File: src/sv/sha256_hash_engine_defines.svh
// Assertion macros for the SHA-256 engine
`ifndef SHA256_HASH_ENGINE_DEFINES_SVH
`define SHA256_HASH_ENGINE_DEFINES_SVH
`ifndef SYNTH
`define SHA_ASSERT_IMP(label, clk, rst, ante, cons) \
   label: assert property (@(posedge clk) disable iff (rst) (ante) |-> (cons)) \
      else $error("%m: label failed");
`define SHA_ASSERT_NXT(label, clk, rst, ante, cons) \
   label: assert property (@(posedge clk) disable iff (rst) (ante) |=> (cons)) \
      else $error("%m: label failed");
`else
`define SHA_ASSERT_IMP(label, clk, rst, ante, cons)
`define SHA_ASSERT_NXT(label, clk, rst, ante, cons)
`endif
`endif

File: src/sv/sha_pkg.sv
`default_nettype none
package sha_pkg;
   localparam int unsigned WordW = 32;
   localparam int unsigned CountW = 61;

   typedef logic [WordW-1:0] word_type;

   typedef enum logic [6:0] {
      ST_IDLE  = 7'b0000001,
      ST_ROUND = 7'b0000010,
      ST_ADD   = 7'b0000100,
      ST_PADB  = 7'b0001000,
      ST_LEN   = 7'b0010000,
      ST_EMIT  = 7'b0100000,
      ST_CLR   = 7'b1000000
   } state_type;

   // controller to datapath
   typedef struct packed {
      logic       load_byte;   // write input byte into block buffer
      logic       pad_write;   // write pad / zero / length byte
      logic [5:0] pad_addr;
      logic [7:0] pad_data;
      logic       init_vars;   // working vars <- hash words
      logic       round;       // run one round
      logic [5:0] round_idx;
      logic       add_hash;    // hash words += working vars
      logic       reset_hash;  // hash words <- initial values
      logic       count_clear;
      logic [2:0] out_idx;
   } cmd_type;

   typedef struct packed {
      logic [CountW-1:0] byte_count;
   } stat_type;

   function automatic word_type round_k(input logic [5:0] i);
      word_type k [64] = '{
         32'h428a2f98,32'h71374491,32'hb5c0fbcf,32'he9b5dba5,32'h3956c25b,32'h59f111f1,
         32'h923f82a4,32'hab1c5ed5,32'hd807aa98,32'h12835b01,32'h243185be,32'h550c7dc3,
         32'h72be5d74,32'h80deb1fe,32'h9bdc06a7,32'hc19bf174,32'he49b69c1,32'hefbe4786,
         32'h0fc19dc6,32'h240ca1cc,32'h2de92c6f,32'h4a7484aa,32'h5cb0a9dc,32'h76f988da,
         32'h983e5152,32'ha831c66d,32'hb00327c8,32'hbf597fc7,32'hc6e00bf3,32'hd5a79147,
         32'h06ca6351,32'h14292967,32'h27b70a85,32'h2e1b2138,32'h4d2c6dfc,32'h53380d13,
         32'h650a7354,32'h766a0abb,32'h81c2c92e,32'h92722c85,32'ha2bfe8a1,32'ha81a664b,
         32'hc24b8b70,32'hc76c51a3,32'hd192e819,32'hd6990624,32'hf40e3585,32'h106aa070,
         32'h19a4c116,32'h1e376c08,32'h2748774c,32'h34b0bcb5,32'h391c0cb3,32'h4ed8aa4a,
         32'h5b9cca4f,32'h682e6ff3,32'h748f82ee,32'h78a5636f,32'h84c87814,32'h8cc70208,
         32'h90befffa,32'ha4506ceb,32'hbef9a3f7,32'hc67178f2};
      return k[i];
   endfunction

   function automatic word_type init_hash(input logic [2:0] i);
      word_type h [8] = '{32'h6a09e667,32'hbb67ae85,32'h3c6ef372,32'ha54ff53a,
                          32'h510e527f,32'h9b05688c,32'h1f83d9ab,32'h5be0cd19};
      return h[i];
   endfunction
endpackage
`default_nettype wire

File: src/sv/sha_stream_if.sv
`default_nettype none
interface sha_stream_if #(parameter int unsigned PayloadW = 10);
   logic                valid;
   logic                ready;
   logic [PayloadW-1:0] payload;
   modport source (output valid, output payload, input ready);
   modport sink (input valid, input payload, output ready);
endinterface
`default_nettype wire

File: src/sv/sha_ctrl.sv
`default_nettype none
module sha_ctrl (
   input  wire logic              clock,
   input  wire logic              reset,
   input  wire logic              in_valid,
   output logic                   in_ready,
   input  wire logic              byte_present,
   input  wire logic              message_end,
   output logic                   out_valid,
   input  wire logic              out_ready,
   output sha_pkg::cmd_type       cmd,
   input  wire sha_pkg::stat_type stat
);
   import sha_pkg::*;

   state_type  state_ff, state_in;
   logic [5:0] cnt_ff, cnt_in;
   logic       fin_ff, fin_in;     // compression is part of padding
   logic       two_ff, two_in;     // padding needs a second block
   logic [5:0] rem;
   logic       acc;

   // length block has been compressed once padding ran
   logic        fin_len_done;
   logic        lenw_ff, lenw_in;
   logic [63:0] bits;
   logic [7:0]  lenbyte;

   assign rem = stat.byte_count[5:0];
   assign in_ready = (state_ff == ST_IDLE);
   assign acc = in_valid && in_ready;
   assign out_valid = (state_ff == ST_EMIT);

   assign fin_len_done = lenw_ff;
   assign bits = {stat.byte_count, 3'b000};
   assign lenbyte = bits[{~cnt_ff[2:0], 3'b000} +: 8];

   // sequence the message, padding, rounds and digest output
   always_comb begin
      state_in = state_ff;
      cnt_in = cnt_ff;
      fin_in = fin_ff;
      two_in = two_ff;
      lenw_in = lenw_ff;
      cmd = '0;
      cmd.round_idx = cnt_ff;
      cmd.out_idx = cnt_ff[2:0];
      cmd.pad_addr = cnt_ff;
      unique case (state_ff)
         ST_IDLE: begin
            if (acc) begin
               cmd.load_byte = byte_present;
               if (byte_present && rem == 6'd63) begin
                  state_in = ST_ROUND;
                  cmd.init_vars = 1'b1;
                  fin_in = message_end;
                  two_in = 1'b0;
                  cnt_in = '0;
               end else if (message_end) begin
                  state_in = ST_PADB;
                  cnt_in = byte_present ? rem + 6'd1 : rem;
                  two_in = 1'b0;
               end
            end
         end
         ST_ROUND: begin
            cmd.round = 1'b1;
            cnt_in = cnt_ff + 6'd1;
            if (cnt_ff == 6'd63) state_in = ST_ADD;
         end
         ST_ADD: begin
            cmd.add_hash = 1'b1;
            cnt_in = '0;
            if (!fin_ff) begin
               state_in = ST_IDLE;
            end else if (two_ff) begin
               // first pad block done: zero 0..55 then length
               state_in = ST_CLR;
               two_in = 1'b0;
            end else if (stat.byte_count[5:0] == 6'd0 && !fin_len_done) begin
               state_in = ST_PADB;
            end else begin
               state_in = ST_EMIT;
            end
         end
         ST_PADB: begin
            // 0x80 at the first free byte, then zeros
            cmd.pad_write = 1'b1;
            cmd.pad_data = (cnt_ff == rem) ? 8'h80 : 8'h00;
            fin_in = 1'b1;
            if (cnt_ff == 6'd63) begin
               if (rem >= 6'd56) begin
                  two_in = 1'b1;
                  state_in = ST_ROUND;
                  cmd.init_vars = 1'b1;
                  cnt_in = '0;
               end else begin
                  state_in = ST_LEN;
                  cnt_in = 6'd56;
               end
            end else begin
               cnt_in = cnt_ff + 6'd1;
            end
         end
         ST_CLR: begin
            cmd.pad_write = 1'b1;
            cmd.pad_data = 8'h00;
            cnt_in = cnt_ff + 6'd1;
            if (cnt_ff == 6'd55) state_in = ST_LEN;
         end
         ST_LEN: begin
            cmd.pad_write = 1'b1;
            cmd.pad_data = lenbyte;
            cnt_in = cnt_ff + 6'd1;
            if (cnt_ff == 6'd63) begin
               state_in = ST_ROUND;
               cmd.init_vars = 1'b1;
               two_in = 1'b0;
               fin_in = 1'b1;
               cnt_in = '0;
               lenw_in = 1'b1;
            end
         end
         ST_EMIT: begin
            if (out_ready) begin
               cnt_in = cnt_ff + 6'd1;
               if (cnt_ff[2:0] == 3'd7) begin
                  state_in = ST_IDLE;
                  cmd.reset_hash = 1'b1;
                  cmd.count_clear = 1'b1;
                  cnt_in = '0;
                  fin_in = 1'b0;
               end
            end
         end
         default: state_in = ST_IDLE;
      endcase
      if (state_ff == ST_ADD && state_in != ST_PADB) lenw_in = 1'b0;
      if (state_ff == ST_IDLE) lenw_in = 1'b0;
   end

   always_ff @(posedge clock) begin
      if (reset) begin
         state_ff <= ST_IDLE;
         cnt_ff <= '0;
         fin_ff <= 1'b0;
         two_ff <= 1'b0;
         lenw_ff <= 1'b0;
      end else begin
         state_ff <= state_in;
         cnt_ff <= cnt_in;
         fin_ff <= fin_in;
         two_ff <= two_in;
         lenw_ff <= lenw_in;
      end
   end
endmodule
`default_nettype wire

File: src/sv/sha_datapath.sv
`default_nettype none
module sha_datapath (
   input  wire logic             clock,
   input  wire logic             reset,
   input  wire sha_pkg::cmd_type cmd,
   input  wire logic [7:0]       data_byte,
   output sha_pkg::stat_type     stat,
   output logic [31:0]           digest_word
);
   import sha_pkg::*;

   word_type          h_ff [8];
   word_type          v_ff [8];
   word_type          w_ff [16];
   logic [CountW-1:0] cnt_ff;
   word_type          w, s1, ch, t1, s0, mj, g0, g1;
   logic [3:0]        ri;
   logic              wr_en;
   logic [5:0]        wr_addr;
   logic [7:0]        wr_byte;

   assign stat.byte_count = cnt_ff;
   assign digest_word = h_ff[cmd.out_idx];
   assign ri = cmd.round_idx[3:0];

   // message and pad bytes land big-endian in the schedule window
   assign wr_en = cmd.load_byte || cmd.pad_write;
   assign wr_addr = cmd.load_byte ? cnt_ff[5:0] : cmd.pad_addr;
   assign wr_byte = cmd.load_byte ? data_byte : cmd.pad_data;

   // one round: schedule word and compression step
   always_comb begin
      g0 = {w_ff[ri+4'd1][6:0], w_ff[ri+4'd1][31:7]} ^ {w_ff[ri+4'd1][17:0],
           w_ff[ri+4'd1][31:18]} ^ (w_ff[ri+4'd1] >> 3);
      g1 = {w_ff[ri+4'd14][16:0], w_ff[ri+4'd14][31:17]} ^ {w_ff[ri+4'd14][18:0],
           w_ff[ri+4'd14][31:19]} ^ (w_ff[ri+4'd14] >> 10);
      w = (cmd.round_idx < 6'd16) ? w_ff[ri] : w_ff[ri] + g0 + w_ff[ri+4'd9] + g1;
      s1 = {v_ff[4][5:0], v_ff[4][31:6]} ^ {v_ff[4][10:0], v_ff[4][31:11]} ^
           {v_ff[4][24:0], v_ff[4][31:25]};
      ch = (v_ff[4] & v_ff[5]) ^ (~v_ff[4] & v_ff[6]);
      t1 = v_ff[7] + s1 + ch + round_k(cmd.round_idx) + w;
      s0 = {v_ff[0][1:0], v_ff[0][31:2]} ^ {v_ff[0][12:0], v_ff[0][31:13]} ^
           {v_ff[0][21:0], v_ff[0][31:22]};
      mj = (v_ff[0] & v_ff[1]) ^ (v_ff[0] & v_ff[2]) ^ (v_ff[1] & v_ff[2]);
   end

   always_ff @(posedge clock) begin
      if (cmd.round) begin
         w_ff[ri] <= w;
      end else if (wr_en) begin
         w_ff[wr_addr[5:2]][{~wr_addr[1:0], 3'b000} +: 8] <= wr_byte;
      end
      if (cmd.init_vars) begin
         for (int i = 0; i < 8; i++) v_ff[i] <= h_ff[i];
      end else if (cmd.round) begin
         v_ff[7] <= v_ff[6]; v_ff[6] <= v_ff[5]; v_ff[5] <= v_ff[4];
         v_ff[4] <= v_ff[3] + t1;
         v_ff[3] <= v_ff[2]; v_ff[2] <= v_ff[1]; v_ff[1] <= v_ff[0];
         v_ff[0] <= t1 + s0 + mj;
      end
   end

   // hash words and byte counter
   always_ff @(posedge clock) begin
      if (reset || cmd.reset_hash) begin
         for (int i = 0; i < 8; i++) h_ff[i] <= init_hash(3'(i));
      end else if (cmd.add_hash) begin
         for (int i = 0; i < 8; i++) h_ff[i] <= h_ff[i] + v_ff[i];
      end
      if (reset || cmd.count_clear) cnt_ff <= '0;
      else if (cmd.load_byte) cnt_ff <= cnt_ff + 1'b1;
   end
endmodule
`default_nettype wire

File: src/sv/sha256_hash_engine.sv
//  channel | dir | payload
//  req     | in  | data_byte, byte_present, message_end
//  rsp     | out | digest_word, word_index, last_word
// Idle takes one byte a cycle; the 64th byte of a block starts 64 rounds, one per cycle,
// then the hash add, with input held meanwhile.
// Message end fills the pad from the first free byte to byte 63, writes 8 length bytes
// and compresses; a tail of 56 or more bytes first compresses the pad block and zero-fills bytes 0..55.
// Eight digest transactions then wait on rsp ready, input held off until the last.
// Reset is synchronous.
`default_nettype none
`include "sha256_hash_engine_defines.svh"
module sha256_hash_engine (
   input wire logic   clock,
   input wire logic   reset,
   sha_stream_if.sink   req,
   sha_stream_if.source rsp
);
   import sha_pkg::*;

   cmd_type    cmd;
   stat_type   stat;
   logic [31:0] dw;

   sha_ctrl u_ctrl (
      .clock, .reset,
      .in_valid(req.valid), .in_ready(req.ready),
      .byte_present(req.payload[1]), .message_end(req.payload[0]),
      .out_valid(rsp.valid), .out_ready(rsp.ready),
      .cmd, .stat
   );

   sha_datapath u_dp (
      .clock, .reset, .cmd, .data_byte(req.payload[9:2]), .stat, .digest_word(dw)
   );

   assign rsp.payload = {dw, cmd.out_idx, cmd.out_idx == 3'd7};

   `SHA_ASSERT_IMP(a_no_overlap, clock, reset, rsp.valid, !req.ready)
   `SHA_ASSERT_NXT(a_last_ends, clock, reset, rsp.valid && rsp.ready && rsp.payload[0], !rsp.valid)
endmodule
`default_nettype wire
File: src/flat_wrapper.sv
// flat-port wrapper written by rule: the top's interface ports become plain ports
module sha256_hash_engine_flat import sha_pkg::*;
  (clock, reset, req_valid, req_payload, req_ready, rsp_valid, rsp_payload, rsp_ready);
  sha_stream_if req_i ();
  sha_stream_if rsp_i ();
  input wire logic clock;
  input wire logic reset;
  input wire logic [$bits(req_i.valid)-1:0] req_valid;
  input wire logic [$bits(req_i.payload)-1:0] req_payload;
  output wire logic [$bits(req_i.ready)-1:0] req_ready;
  output wire logic [$bits(rsp_i.valid)-1:0] rsp_valid;
  output wire logic [$bits(rsp_i.payload)-1:0] rsp_payload;
  input wire logic [$bits(rsp_i.ready)-1:0] rsp_ready;
  assign req_i.valid = req_valid;
  assign req_i.payload = req_payload;
  assign req_ready = req_i.ready;
  assign rsp_valid = rsp_i.valid;
  assign rsp_payload = rsp_i.payload;
  assign rsp_i.ready = rsp_ready;
  sha256_hash_engine u_core (.clock(clock), .reset(reset), .req(req_i), .rsp(rsp_i));
endmodule
File: config.mk
export PLATFORM = sky130hd
export DESIGN_NAME = sha256_hash_engine_flat
export DESIGN_NICKNAME = d
export VERILOG_FILES = /design/src/sv/sha_pkg.sv /design/src/sv/sha_stream_if.sv /design/src/sv/sha_ctrl.sv /design/src/sv/sha_datapath.sv /design/src/sv/sha256_hash_engine.sv /design/src/flat_wrapper.sv
export VERILOG_INCLUDE_DIRS = /design/src /design/src/sv
export SDC_FILE = /design/constraint.sdc
export NUM_CORES = 2
export LEC_CHECK = 0
export BUFFER_PORTS_ARGS = -buffer_cell sky130_fd_sc_hd__buf_2
export CAP_MARGIN = 15
export CORE_MARGIN = 10
export CORE_UTILIZATION = 55
export DETAILED_ROUTE_END_ITERATION = 8
export PLACE_DENSITY = 0.67
export SLEW_MARGIN = 15
export SYNTH_ARGS = -nofsm -noshare
export SYNTH_HDL_FRONTEND = slang
export SYNTH_SLANG_ARGS = --single-unit
File: constraint.sdc
create_clock -name clock -period 16.2 [get_ports clock]
set_input_delay 0.81 -clock clock [delete_from_list [all_inputs] [get_ports clock]]
set_output_delay 0.81 -clock clock [all_outputs]
set_load 0.1 [all_outputs]
==> run_results.csv <==
group,metric,value,unit
outcome,status,"finished clean",
sta,timing_hold_violations_final,0,
layout,multi_input_area,45000,sq um
floorplan,coreArea,145000,sq um
clock_network,cts_buffer_depth,3,
worst_setup_path,crit_path_end_kind,"flip-flop",
worst_setup_path,cp_num_buf_inv,6,
worst_setup_path,worstPathRequired,16.69,ns
sta,finalCritPeriodShare,0.890,
detailed_routing,drtAntennaViolNets,0,
clock_network,path_clk_slew,0.06,ns
layout,nNetsFinal,7677,
floorplan,fp.dieW,402,um
synthesis,ys_seq_area_frac,0.404,
clock_network,cts_setup_buffers,0,
clock_network,cts_buffers,130,
global_routing,antenna_found_initial,7,
detailed_routing,viasPerCell,6.64,
worst_setup_path,cp_data_arrival_time,14.91,ns
detailed_routing,num_vias,60200,
placement,routabilityCongestion,1.02,
worst_setup_path,slowest_delay,0.75,ns
worst_setup_path,cp_top_family,"adder cells",
synthesis,syn_inst,7157,
global_routing,groute.usage.overall,0.311,
clock_network,cts_resized,0,
worst_setup_path,start_kind,"flip-flop",
detailed_routing,routed_wl,256000,um
global_routing,grt_first_pass_wirelength,381000,um
synthesis,yosysWarningCount,0,
placement,dp_cells,8841,
sta,finalCriticalPeriod,14.42,ns
floorplan,rows,140,
synthesis,synth_most_common_cell,"nand2_1",
layout,drive_gt1_frac,0.137,
layout,final_core_util,0.596,
sta,relSlewSlack,0.135,
worst_setup_path,crit_fanout,54,
sta,maxSlewViolCount,0,
layout,syn_to_final_growth,7.97,%
min_path,hold_path_class,"in2reg",
global_routing,grt_overflow,0,
worst_setup_path,cp_common_cell,"fa_1",
detailed_routing,wl_per_cell,28.2,um
synthesis,netlist_area,80200,sq um
worst_setup_path,path_class,"reg2reg",
floorplan,die-area,162000,sq um
detailed_routing,drt_iter0_drc,7816,
floorplan,pin_count,26,
synthesis,synth.area.top_cells,"edfxtp_1 (38%), mux4_2 (15%), ha_1 (6.4%)",
synthesis,syn_nets,7776,
placement,port_buffers,25,
clock_network,postCtsHoldBufs,0,
clock_network,root_buffer,"clkbuf_16",
job,maxCapViolCount,0,
synthesis,ys_ff_latch,1105,
placement,dp_hpwl,187000,um
layout,seq_area,32400,sq um
synthesis,yosysUniqueCellTypes,100,
sta,setup_viol,0,
synthesis,synth_top_area_cell,"edfxtp_1",
sta,rsz0062_at_grt,"false",
synthesis,synth.avg_cell_area,11.2,sq um
synthesis,synth.top_cell.area_share,0.383,
detailed_routing,drc,0,
worst_setup_path,crit_slowest_cell,"dfxtp_4",
clock_network,insertion_delay,0.79,ns
global_routing,grt_pass1_vias,57800,
sta,max_freq,69.4,MHz
global_routing,grt_max_degree,179,
worst_setup_path,r2r_setup_slack,1.78,ns
clock_network,cts_tree,"built",
synthesis,synth_edf_count,1024,
floorplan,start_util,0.552,
sta,setup_tns,0,ns
synthesis,synthArstFlopShare,0,
layout,fill_cells,11700,
clock_network,h-tree-depth,4,
synthesis,synth_flop_cell,"edfxtp_1",
sta,clock_skew,0.0335,ns
floorplan,die_y,402,um
sta,tightest_slew,1.29,ns
clock_network,cts_sinks,1105,
detailed_routing,first_pass_iters,7,
layout,fin_cells,9079,
synthesis,yosys-top-cells-count,"nand2_1 (1086), edfxtp_1 (1024), mux4_2 (533), nor2_1 (448), ha_1 (409)",
==> placed cells by master, fill, tap and decap left out, drive strengths merged, types with 81 or more instances in the layout <==
cell type / instances
a21oi: 401
nand3: 89
ha: 409
a21o: 178
mux4: 533
xor2: 244
fa: 196
buf: 146
dfxtp: 81
nand2: 1089
inv: 414
nor3: 93
clkbuf: 170
nor2: 451
o21ai: 390
xnor2: 379
edfxtp: 1024
==> cell type report <==
type / instances / area share
Antenna cell: 1 / 0.0000289
Inverter: 408 / 0.0177
Timing Repair Buffer: 148 / 0.0130
Sequential cell: 1105 / 0.374
Clock buffer: 168 / 0.0397
Clock inverter: 67 / 0.00824
Tap cell: 1917 / 0.0277
Multi-Input combinational cell: 5265 / 0.519
==> worst register-to-register path, delay by kind of cell (launching register included) <==
family | cells | cell delay, ns
AOI/OAI and AO/OA | 16 | 4.16
and+or+nand+nor | 6 | 1.38
buffers and inverters | 6 | 1.40
xor gates and xnor gates | 5 | 0.94
adders and majority gates | 10 | 4.27
muxes | 2 | 1.22
DFF | 1 | 0.75
==> layer usage <==
layer | GRT usage | wire length, um | vias to the layer above
met2 | 0.465 | 112000 | 3586
met1 | 0.430 | 102000 | 29900
li1 | - | - | 26100
met4 | 0.124 | 11800 | 12
met3 | 0.0852 | 29700 | 687
met5 | 0.00208 | 113 | -
==> registers in the layout, indices dropped and copies added (netlist names), named ones only <==
name / flops
u_core.u_dp.v_ff: 256
u_core.u_ctrl.fin_len_done: 1
u_core.u_ctrl.two_ff: 1
u_core.u_ctrl.cnt_ff: 6
u_core.u_ctrl.state_ff: 7
u_core.u_dp.w_ff: 512
u_core.u_dp.stat: 61
u_core.u_dp.h_ff: 256
u_core.u_ctrl.fin_ff: 1
==> metrics by stage <==
step | instance area, sq um | setup slack, ns | hold slack (ns)
2_1_floorplan | 80200 | 2.15 | 0.460
3_3_place_gp | 82400 | 2.13 | 0.473
3_5_place_dp | 82400 | 2.03 | 0.495
4_1_cts | 86500 | 1.98 | 0.403
5_1_grt | 86600 | 0.922 | 0.448
6_report | 86600 | 1.78 | 0.454
==> path summary, 6_finish.rpt <==
check,cells after the start,endpoint,start
setup / recovery,45,u_core.u_dp.v_ff[0][30],u_core.u_ctrl.cnt_ff[0]
hold / removal,2,u_core.u_ctrl.cnt_ff[5],reset
setup reg to reg,45,u_core.u_dp.v_ff[0][30],u_core.u_ctrl.cnt_ff[0]
hold reg to reg,2,u_core.u_dp.stat[60],u_core.u_dp.stat[60]
==> kinds of logic after synthesis <==
logic type | count (synthesis) | synth area share
compound gates | 1377 | 0.106
simple gates | 2044 | 0.110
xor+xnor | 624 | 0.0686
mux | 610 | 0.160
fa+ha+maj | 610 | 0.113
buf+inv | 787 | 0.0377
flops | 1105 | 0.404
Power is not shown: default switching activity piles up to over one toggle a cycle in this logic, so the estimate is an artifact.
